<file path="src/hw/rtl/smx_pkg.sv">
// ----------------------------------------------------------------------------
// smx_pkg: shared constants and functions
// Widths and the exponential table builder for the softmax block.
// ----------------------------------------------------------------------------
package smx_pkg;

   localparam int unsigned SumWidth   = 22;
   localparam logic [15:0] Log2eQ15   = 16'd47274;

   // 2^(-1/2^j) in Q0.30, j = 1..10; entry 0 is unused.
   localparam logic [29:0] RootQ30 [0:10] = '{
      30'd0, 30'd759250125, 30'd902905651, 30'd984625594, 30'd1028218693,
      30'd1050733751, 30'd1062175491, 30'd1067942999, 30'd1070838486,
      30'd1072289173, 30'd1073015252
   };

   // Table entry 2^(-idx/2^tb) in Q1.15; used to fill the exponential table.
   function automatic logic [15:0] exp_entry(input int unsigned idx,
                                             input int unsigned tb);
      logic [63:0] acc;
      acc = 64'd1073741824;
      for (int b = 9; b >= 0; b--) begin
         if (b < int'(tb) && idx[b]) begin
            acc = (acc * {34'd0, RootQ30[tb - b]} + 64'd536870912) >> 30;
         end
      end
      acc = (acc + 64'd16384) >> 15;
      return acc[15:0];
   endfunction

endpackage

</file>
<file path="src/hw/rtl/softmax_vector.sv">
// ----------------------------------------------------------------------------
// softmax_vector: streamed numerically stable softmax
// Stores a vector, then emits exp(x - max) / sum for each element.
// ----------------------------------------------------------------------------
// Loading: one request per cycle until the request with tlast.
// After tlast, an exp pass fills the exp memory and the sum, then a divide
// pass (bit-serial divider) yields one element at a time, waiting out any
// output stall; no request is taken until the vector has drained.
// Reset is synchronous; it clears count, maximum, sum and control state.
// Element and exponential memories are not cleared.
module softmax_vector #(
   parameter int unsigned VEC_MAX        = 64,
   parameter int unsigned EXP_TABLE_BITS = 6
) (
   input  logic        clock,
   input  logic        reset,
   input  logic        req_tvalid,
   output logic        req_tready,
   input  logic [15:0] req_tdata,   // [15:0] value
   input  logic        req_tlast,   // end_of_vector
   output logic        rsp_tvalid,
   input  logic        rsp_tready,
   output logic [15:0] rsp_tdata,   // [15:0] probability
   output logic        rsp_tlast    // final_flag
);
   import smx_pkg::*;

   localparam int unsigned AddrWidth = (VEC_MAX > 1) ? $clog2(VEC_MAX) : 1;
   localparam int unsigned CntWidth  = $clog2(VEC_MAX + 1);

   typedef enum logic [2:0] {
      ST_LOAD, ST_EXP, ST_EXP_DRAIN, ST_RD, ST_DIV_START, ST_DIV_WAIT, ST_OUT
   } state_type;

   state_type state_ff, state_in;
   logic [CntWidth-1:0]  count_ff, count_in;
   logic signed [15:0]   max_ff, max_in;
   logic [SumWidth-1:0]  sum_ff, sum_in;
   logic [CntWidth-1:0]  ptr_ff, ptr_in;
   logic [2:0]           pipe_ff, pipe_in;
   logic [AddrWidth-1:0] waddr0_ff, waddr0_in, waddr1_ff, waddr1_in;
   logic [AddrWidth-1:0] waddr2_ff, waddr2_in;
   logic                 out_valid_ff, out_valid_in;
   logic                 out_last_ff, out_last_in;
   logic [15:0]          out_data_ff, out_data_in;

   logic [15:0] elem_mem [VEC_MAX];
   logic [15:0] exp_mem  [VEC_MAX];
   logic [15:0] elem_rd_ff, exp_rd_ff;
   logic        elem_we, exp_we;
   logic [AddrWidth-1:0] rd_addr;
   logic [15:0] diff, exp_val, quot;
   logic        div_start, div_done, req_fire;

   assign req_tready = (state_ff == ST_LOAD);
   assign req_fire   = req_tvalid && req_tready;
   assign elem_we    = req_fire && (count_ff < CntWidth'(VEC_MAX));
   assign rd_addr    = ptr_ff[AddrWidth-1:0];
   assign exp_we     = pipe_ff[2];
   assign diff       = 16'(max_ff - $signed(elem_rd_ff));
   assign div_start  = (state_ff == ST_DIV_START);

   always_ff @(posedge clock) begin
      if (elem_we) elem_mem[count_ff[AddrWidth-1:0]] <= req_tdata;
      if (exp_we)  exp_mem[waddr2_ff] <= exp_val;
      elem_rd_ff <= elem_mem[rd_addr];
      exp_rd_ff  <= exp_mem[rd_addr];
   end

   smx_exp #(.EXP_TABLE_BITS(EXP_TABLE_BITS)) u_exp (
      .clock(clock), .diff(diff), .exp_q15(exp_val)
   );

   smx_div u_div (
      .clock(clock), .reset(reset), .start(div_start), .numer(exp_rd_ff),
      .denom(sum_ff), .done(div_done), .quot(quot)
   );

   always_comb begin
      state_in     = state_ff;
      count_in     = count_ff;
      max_in       = max_ff;
      sum_in       = sum_ff;
      ptr_in       = ptr_ff;
      out_valid_in = out_valid_ff;
      out_last_in  = out_last_ff;
      out_data_in  = out_data_ff;
      // Exp pipeline: read (1), product (2), lookup (3), then write back.
      pipe_in   = {pipe_ff[1:0], 1'b0};
      waddr0_in = rd_addr;
      waddr1_in = waddr0_ff;
      waddr2_in = waddr1_ff;
      if (exp_we) sum_in = sum_ff + SumWidth'(exp_val);
      case (state_ff)
         ST_LOAD: begin
            if (req_fire) begin
               if (elem_we) begin
                  count_in = count_ff + CntWidth'(1);
                  if ($signed(req_tdata) > max_ff) max_in = $signed(req_tdata);
               end
               if (req_tlast) begin
                  ptr_in   = '0;
                  sum_in   = '0;
                  state_in = ST_EXP;
                  if (count_in == '0) begin
                     max_in   = 16'sh8000;
                     state_in = ST_LOAD;
                  end
               end
            end
         end
         ST_EXP: begin
            pipe_in[0] = 1'b1;
            ptr_in = ptr_ff + CntWidth'(1);
            if (ptr_in == count_ff) state_in = ST_EXP_DRAIN;
         end
         ST_EXP_DRAIN: begin
            ptr_in = '0;
            if (pipe_ff == 3'd0) state_in = ST_RD;
         end
         ST_RD: state_in = ST_DIV_START;
         ST_DIV_START: state_in = ST_DIV_WAIT;
         ST_DIV_WAIT: begin
            if (div_done) begin
               out_valid_in = 1'b1;
               out_data_in  = quot;
               out_last_in  = (ptr_ff + CntWidth'(1) == count_ff);
               state_in     = ST_OUT;
            end
         end
         ST_OUT: begin
            if (rsp_tready) begin
               out_valid_in = 1'b0;
               ptr_in = ptr_ff + CntWidth'(1);
               if (out_last_ff) begin
                  count_in = '0;
                  max_in   = 16'sh8000;
                  sum_in   = '0;
                  state_in = ST_LOAD;
               end else begin
                  state_in = ST_RD;
               end
            end
         end
         default: state_in = ST_LOAD;
      endcase
   end

   always_ff @(posedge clock) begin
      if (reset) begin
         state_ff     <= ST_LOAD;
         count_ff     <= '0;
         max_ff       <= 16'sh8000;
         sum_ff       <= '0;
         ptr_ff       <= '0;
         pipe_ff      <= '0;
         out_valid_ff <= 1'b0;
      end else begin
         state_ff     <= state_in;
         count_ff     <= count_in;
         max_ff       <= max_in;
         sum_ff       <= sum_in;
         ptr_ff       <= ptr_in;
         pipe_ff      <= pipe_in;
         out_valid_ff <= out_valid_in;
      end
      waddr0_ff   <= waddr0_in;
      waddr1_ff   <= waddr1_in;
      waddr2_ff   <= waddr2_in;
      out_last_ff <= out_last_in;
      out_data_ff <= out_data_in;
   end

   assign rsp_tvalid = out_valid_ff;
   assign rsp_tdata  = out_data_ff;
   assign rsp_tlast  = out_last_ff;
endmodule

</file>
<file path="src/hw/rtl/smx_exp.sv">
// ----------------------------------------------------------------------------
// smx_exp: exponential unit
// Two-stage pipeline: d*log2(e) product, then table lookup and shift.
// ----------------------------------------------------------------------------
module smx_exp #(
   parameter int unsigned EXP_TABLE_BITS = 6
) (
   input  logic        clock,
   input  logic [15:0] diff,
   output logic [15:0] exp_q15
);
   import smx_pkg::*;

   localparam int unsigned TableDepth = 1 << EXP_TABLE_BITS;

   logic [31:0] prod_ff;
   logic [31:0] prod_in;
   logic [15:0] exp_ff;
   logic [15:0] exp_in;
   logic [24:0] scaled;
   logic [8:0]  shift_n;
   logic [EXP_TABLE_BITS-1:0] idx;
   logic [15:0] entry;
   logic [15:0] table_rom [TableDepth];

   always_comb begin
      for (int i = 0; i < TableDepth; i++) begin
         table_rom[i] = exp_entry(i, EXP_TABLE_BITS);
      end
   end

   assign prod_in = diff * Log2eQ15;
   assign scaled  = prod_ff[31:7];
   assign shift_n = scaled[24:16];
   assign idx     = scaled[15 -: EXP_TABLE_BITS];
   assign entry   = table_rom[idx];
   assign exp_in  = (shift_n >= 9'd16) ? 16'd0 : (entry >> shift_n[3:0]);

   always_ff @(posedge clock) begin
      prod_ff <= prod_in;
      exp_ff  <= exp_in;
   end

   assign exp_q15 = exp_ff;
endmodule

</file>
<file path="src/hw/rtl/smx_div.sv">
// ----------------------------------------------------------------------------
// smx_div: restoring divider
// Computes (num*65536 + sum/2) / sum one quotient bit per cycle, saturated.
// ----------------------------------------------------------------------------
module smx_div (
   input  logic        clock,
   input  logic        reset,
   input  logic        start,
   input  logic [15:0] numer,
   input  logic [21:0] denom,
   output logic        done,
   output logic [15:0] quot
);
   import smx_pkg::*;

   // Dividend is at most 2^32 + 2^21, so 33 quotient bits cover it.
   logic [32:0] dvd_ff, dvd_in;
   logic [22:0] rem_ff, rem_in;
   logic [32:0] q_ff, q_in;
   logic [5:0]  cnt_ff, cnt_in;
   logic        busy_ff, busy_in;
   logic        done_ff, done_in;
   logic [22:0] trial;

   always_comb begin
      dvd_in  = dvd_ff;
      rem_in  = rem_ff;
      q_in    = q_ff;
      cnt_in  = cnt_ff;
      busy_in = busy_ff;
      done_in = 1'b0;
      trial   = {rem_ff[21:0], dvd_ff[32]};
      if (start) begin
         dvd_in  = {1'b0, numer, 16'd0} + {12'd0, denom[21:1]};
         rem_in  = '0;
         q_in    = '0;
         cnt_in  = 6'd33;
         busy_in = 1'b1;
      end else if (busy_ff) begin
         dvd_in = {dvd_ff[31:0], 1'b0};
         if (trial >= {1'b0, denom}) begin
            rem_in = trial - {1'b0, denom};
            q_in   = {q_ff[31:0], 1'b1};
         end else begin
            rem_in = trial;
            q_in   = {q_ff[31:0], 1'b0};
         end
         cnt_in = cnt_ff - 6'd1;
         if (cnt_ff == 6'd1) begin
            busy_in = 1'b0;
            done_in = 1'b1;
         end
      end
   end

   always_ff @(posedge clock) begin
      if (reset) begin
         busy_ff <= 1'b0;
         done_ff <= 1'b0;
         cnt_ff  <= '0;
      end else begin
         busy_ff <= busy_in;
         done_ff <= done_in;
         cnt_ff  <= cnt_in;
      end
      dvd_ff <= dvd_in;
      rem_ff <= rem_in;
      q_ff   <= q_in;
   end

   assign done = done_ff;
   assign quot = (q_ff[32:16] != 17'd0) ? 16'hFFFF : q_ff[15:0];
endmodule

</file>
<file path="config.mk">
export PLATFORM = sky130hd
export DESIGN_NAME = softmax_vector
export DESIGN_NICKNAME = d
export VERILOG_FILES = /design/src/hw/rtl/smx_pkg.sv /design/src/hw/rtl/softmax_vector.sv /design/src/hw/rtl/smx_exp.sv /design/src/hw/rtl/smx_div.sv
export SDC_FILE = /design/constraint.sdc
export NUM_CORES = 2
export LEC_CHECK = 0
export BUFFER_PORTS_ARGS = -buffer_cell sky130_fd_sc_hd__buf_2
export CAP_MARGIN = 30
export CORE_ASPECT_RATIO = 1.75
export CORE_MARGIN = 2
export CORE_UTILIZATION = 46
export CTS_BUF_LIST = sky130_fd_sc_hd__clkbuf_16
export CTS_CLUSTER_SIZE = 28
export DETAILED_ROUTE_END_ITERATION = 8
export GPL_ROUTABILITY_DRIVEN = 1
export PLACE_DENSITY_LB_ADDON = 0.05
export SLEW_MARGIN = 20
export SYNTH_ARGS = -nofsm -noshare
export SYNTH_HDL_FRONTEND = slang
export SYNTH_SLANG_ARGS = --single-unit
</file>
<file path="constraint.sdc">
create_clock -name clock -period 8.4 [get_ports clock]
set_input_delay 2.52 -clock clock [delete_from_list [all_inputs] [get_ports clock]]
set_output_delay 2.52 -clock clock [all_outputs]
set_load 0.005 [all_outputs]
</file>
# Word level (Yosys, flattened, before mapping)
# Memory sizes are Yosys's and may differ from the RTL's. A register that Yosys moved wholly into a read port is not among the register bits.
# Index checks and enable logic that the tools add are counted.
[op_classes]
n_addsub = 7
mul = 1
div = 0
n_lt_le_gt_ge = 5
n_eq_ne = 15
n_shift = 1
n_mux = 54
bitwise = 2
reduce_logical = 17
[op_table]
columns = ["op", "n"]
rows = [
  ["two-way mux 16 bit", 9],
  ["two-way mux 22 bit", 6],
  ["two-way mux 33 bit", 2],
  ["two-way mux 7 bit", 9],
  ["one-hot mux 22 bit (2 select lines)", 1],
  ["adder 32 x 21 -> 33 bit", 1],
  ["one-hot mux 16 bit (2 select lines)", 1],
  ["multiplier 16 x 15 -> 31 bit (second input constant)", 1],
  ["one-hot mux 7 bit (4 select lines)", 1],
  [">= comparator 23 x 22 -> 1 bit", 1],
  ["adder 22 x 16 -> 22 bit", 1],
  ["subtractor 22 bit", 1],
  ["one-hot mux 3 bit (7 select lines)", 1],
  ["two-way mux 3 bit", 6],
  ["nonzero test 17 bit", 1],
  ["greater-than comparator 16 bit", 1],
  [">> shifter 16 x 4 -> 16 bit", 1],
  ["subtractor 16 bit", 1],
  ["adder 7 x 1 -> 7 bit (second input constant)", 2],
  ["one-hot mux 7 bit (2 select lines)", 1],
  ["two-way mux 1 bit", 13],
  ["two-way mux 6 bit", 2],
  ["equality test 3 bit (second input constant)", 3],
  [">= comparator 9 x 5 -> 1 bit (second input constant)", 1],
  ["other kinds (24)", 35],
]
[word_totals]
reg_bits = 237
latchBits = 0
ramBits = 2048
mem_bits_ro = 1024
out_inout_bits = 19
n_memories = 3
[memory_table]
columns = ["name", "words", "word_bits", "read_ports", "rd_clocked_by_memory_dff", "write_ports", "line", "text"]
rows = [
  ["(name not given)", 64, 16, 1, 0, 0, "smx_exp.sv:36", "assign entry = table_rom[idx];"],
  ["elem_mem", 64, 16, 1, 1, 1, "softmax_vector.sv:47", "logic [15:0] elem_mem [VEC_MAX];"],
  ["exp_mem", 64, 16, 1, 1, 1, "softmax_vector.sv:48", "logic [15:0] exp_mem [VEC_MAX];"],
]

# Depth between registers and ports, before layout
[depth]
depth_word = 11
mapped_depth = 30
ltp_nobuf = 30

# Cells and area by module
# From an unflattened synthesis, not the netlist that was laid out.
[hier_totals]
hier_cells = 5179
hier_area_um2 = 96736.5
[modules_own_cells]
columns = ["module", "instances", "cells_each", "area_per_inst_um2", "seq_area_each_um2"]
rows = [
  ["softmax_vector", 1, 3854, 84586.1, 64191.6],
  ["smx_exp", 1, 739, 6602.6, 620.6],
  ["smx_div", 1, 586, 5547.8, 2252.2],
]

# Least setup slack after synthesis
# Ideal clock, no wire load.
[synth_path]
path_type = "register to register"
startpoint = "register elem_rd_ff[6], read port of elem_mem"
endpoint = "register u_exp.prod_ff[31]"
setup_time_ns = 0.072
t_arrival_ns = 6.783
required_time_ns = 8.328
slack_ns = 1.545
stages_incl_launch_ff = 27
n_path_buf = 0
path_cell_list = "dfxtp_1 -> inv_1 -> ha_1 -> a2111oi_0 -> nand3_1 -> a211oi_1 -> o31ai_1 -> a21oi_1 -> xnor2_1 -> ha_1 -> ha_1 -> inv_1 -> fa_1 -> inv_1 -> fa_1 -> fa_1 -> inv_1 -> fa_1 -> inv_1 -> ha_1 -> a21oi_1 -> o211ai_1 -> a41oi_1 -> a2111oi_0 -> a211o_1 -> o41ai_1 -> xnor2_1"
[synth_via]
elab_chain_cells = 2
[synth_lines]
columns = ["element", "line", "text"]
rows = [
  ["from (decl)", "softmax_vector.sv:49", "logic [15:0] elem_rd_ff, exp_rd_ff;"],
  ["subtractor 16 bit", "softmax_vector.sv:60", "assign diff = 16'(max_ff - $signed(elem_rd_ff));"],
  ["multiplier 16 x 15 -> 31 bit", "smx_exp.sv:32", "assign prod_in = diff * Log2eQ15;"],
  ["via u_exp.prod_in[31]", "smx_exp.sv:17", "logic [31:0] prod_in;"],
  ["to (signal assigned)", "smx_exp.sv:40", "prod_ff <= prod_in;"],
  ["to (decl)", "smx_exp.sv:16", "logic [31:0] prod_ff;"],
]
# The timed path passes the listed nets, and every way through them passes these cells.
# A chain may end at the register's enable or synchronous reset.

# Worst setup path after layout
[layout_path]
startpoint = "register max_ff[6]"
endpoint = "register u_exp.prod_ff[31]"
[layout_via]
elab_chain_cells = 2
[layout_lines]
columns = ["element", "line", "text"]
rows = [
  ["from (decl)", "softmax_vector.sv:37", "logic signed [15:0] max_ff, max_in;"],
  ["from (signal assigned)", "softmax_vector.sv:161", "max_ff <= max_in;"],
  ["subtractor 16 bit", "softmax_vector.sv:60", ""],
  ["multiplier 16 x 15 -> 31 bit", "smx_exp.sv:32", ""],
  ["via u_exp.prod_in[31]", "smx_exp.sv:17", ""],
]
# The timed path passes the listed nets, and every way through them passes these cells.

==> out/metrics.yaml <==
worstPathArrival_ps: 8430
post-synth-top-count-cell: "edfxtp_1"
period_share_pct: 91.3
tightest_slew_ps: 1050
synth_adder_area_share_pct: 4.28
nets: 5603
coreArea_mm2: 0.208
grt_max_degree: 101
cp.depth: 25
holdCritPathClass: "reg2reg"
stdcell_count: 8166
nFillCells: 16971
synth_compound_area_share_pct: 3.01
grt.overflow.total: 0
synth_edf_count: 2098
hold_path_startpoint: "waddr0_ff[2]"
synthCells: 5078
place_hpwl_mm: 163
gp_congestion: 0.851
ys.flop_type: "edfxtp_1"
syn_nets: 5385
cts_buffers: 213
grt_pass1_wl_mm: 370
critPathKind: "reg2reg"
worstSetupStartpointType: "flop"
numPortBuffers: 39
crit-reg2reg-launch: "max_ff[6]"
setup_tns_ps: 0
slew_headroom_pct: 30.2
reg2regPathDepth: 25
vias_per_cell: 5.91
vias: 48262
synth_commonest_cells: "2,098 x edfxtp_1, 670 x mux4_2, 287 x nor2_1"
first_pass_iters: 8
tritoncts: "yes"
clk_pin_slew_ps: 70
die_y_um: 609
start_util_pct: 46.2
yosys_warnings: 0
synth_area_leader_cell: "edfxtp_1"
crit_path_end_kind: "flop"
wl_per_cell_um: 31.6
cts.htree.levels: 4
max_cap_viol_count: 0
synthMuxAreaShare_pct: 16.7
synth_xor_area_share_pct: 0.874
hold-path-endpoint: "waddr1_ff[2]"
synth-simple-area-share_pct: 3.56
area_delta_synth_final_pct: 11.5
clock-sinks: 2301
cp_slowest_stage_delay_ps: 650
status: "completed"
drtAntennaViolNets: 0
fmax_mhz: 130
setup_viol: 0
dieWidth_um: 350
crit_slowest_cell: "a2111oi_1"
r2r_end: "u_exp.prod_ff[31]"
netlist_area_mm2: 0.0962
clkLatencyLatePin_ps: 860
clk_path_buf_depth: 4
synth_top_family_by_area: "multiplexers"
drc: 0
synth-seq-area-share_pct: 69.7
skew_ps: 55.6
hold_violations: 0
cp_max_fo: 7
rsz0062_at_grt: "no"
wl_mm: 258
antenna_found_initial: 11
async_reset_ff_share_pct: 0
holdPathStages: 0
synth-seq-cells: 2301
crit_required_ps: 9160
syn_area_per_cell_um2: 18.9
dp.cells: 7767
drive_gt1_share_pct: 24.0
grt_pass1_vias: 51048
std_cell_rows: 222
dieArea_mm2: 0.213
synth_cell_types: 75
reg2reg_slack_ps: 730
io_pins: 40
fin_crit_ps: 7670
synth_top_area_share_pct: 65.5
drtIter0Drc: 3972
whs_ps: 316
synth_top_cells_by_area: "edfxtp_1 66%, mux4_2 16%, dfxtp_1 4.2%"
critical_path.top_delay_family: "adder cells"
worst-path-buf-inv: 4
post_cts_buffers: 0
clockRootBuffer: "clkbuf_16"
grt_use_total_pct: 24.5
drv_slew: 0
## how the worst max path moves through the flow
| stage | start | end | slack, ps |
|---|---|---|---|
| after floorplan | elem_rd_ff[6] | u_exp.prod_ff[31] | 1550 |
| after global placement | elem_rd_ff[6] | u_exp.prod_ff[31] | 450 |
| after detailed placement | elem_rd_ff[6] | u_exp.prod_ff[31] | 350 |
| after CTS | max_ff[6] | u_exp.prod_ff[31] | 290 |
| after global routing | max_ff[6] | u_exp.prod_ff[31] | 90 |
| final | max_ff[6] | u_exp.prod_ff[31] | 730 |
## registers in the layout, summed over array words and instances, names as in the netlist, 7 cells and up
register,count
elem_mem,1024
exp_mem,1024
u_div.dvd_ff,33
u_div.q_ff,33
sum_ff,22
u_div.rem_ff,22
elem_rd_ff,16
exp_rd_ff,16
max_ff,16
rsp_tdata,16
u_exp.exp_q15,16
u_exp.prod_ff,15
count_ff,7
ptr_ff,7
## kinds of logic after synthesis
family / Yosys count
simple gates: 729
compound gates: 449
xor+xnor: 96
flops: 2301
fa+ha+maj: 286
buf+inv: 456
mux: 761
## placed cells by master (no fill, tap or decap), types with 39 or more instances in the layout
cell type and count:
a21oi_1 116, buf_2 39, buf_4 205, clkbuf_16 216
clkinv_1 49, dfxtp_1 179, edfxtp_1 2098, fa_1 71
ha_1 215, inv_1 251, mux2i_1 77, mux4_2 670
nand2_1 150, nand2b_1 45, nand3_1 57, nor2_1 258
nor3_1 41, o21ai_0 116, xnor2_1 58
## metal layers
layer | share of wire [%] | vias up | routed length, µm | track usage [%]
met2 | 58 | 1065 | 151000 | 48.3
li1 | - | 20875 | - | -
met1 | 35 | 25943 | 89300 | 26.8
met5 | 0.0043 | - | 11 | 0
met3 | 3.3 | 377 | 8630 | 2.36
met4 | 3.7 | 2 | 9570 | 8.59
## through the flow
step	worst slack (ps)	cell area, µm²	utilization (%)
CTS	285	107000	51.5
floorplan	1550	96200	-
finish	728	107000	51.5
global route	92.1	107000	51.5
global placement	450	101000	48.3
detailed placement	350	101000	48.3
## layout make-up
| type | count | area, µm² | area share (%) |
|---|---|---|---|
| antenna | 8 | 20.0 | 0.0187 |
| sequential | 2301 | 67100 | 62.6 |
| multi-input combinational | 2321 | 27400 | 25.5 |
| clock inverter | 173 | 1210 | 1.13 |
| tap | 2688 | 3360 | 3.14 |
| timing repair buffer | 256 | 1980 | 1.85 |
| clock buffer | 216 | 5410 | 5.04 |
| inverter | 203 | 762 | 0.710 |
## repair_timing
item | in CTS | in global routing
setup endpoints to repair | 0 | 2
hold buffers | 0 | 0
resized for setup | 0 | 2
Power is left out: the tool's default activity adds up to more than one toggle a clock period on the data nets, which glitch-free logic cannot reach.
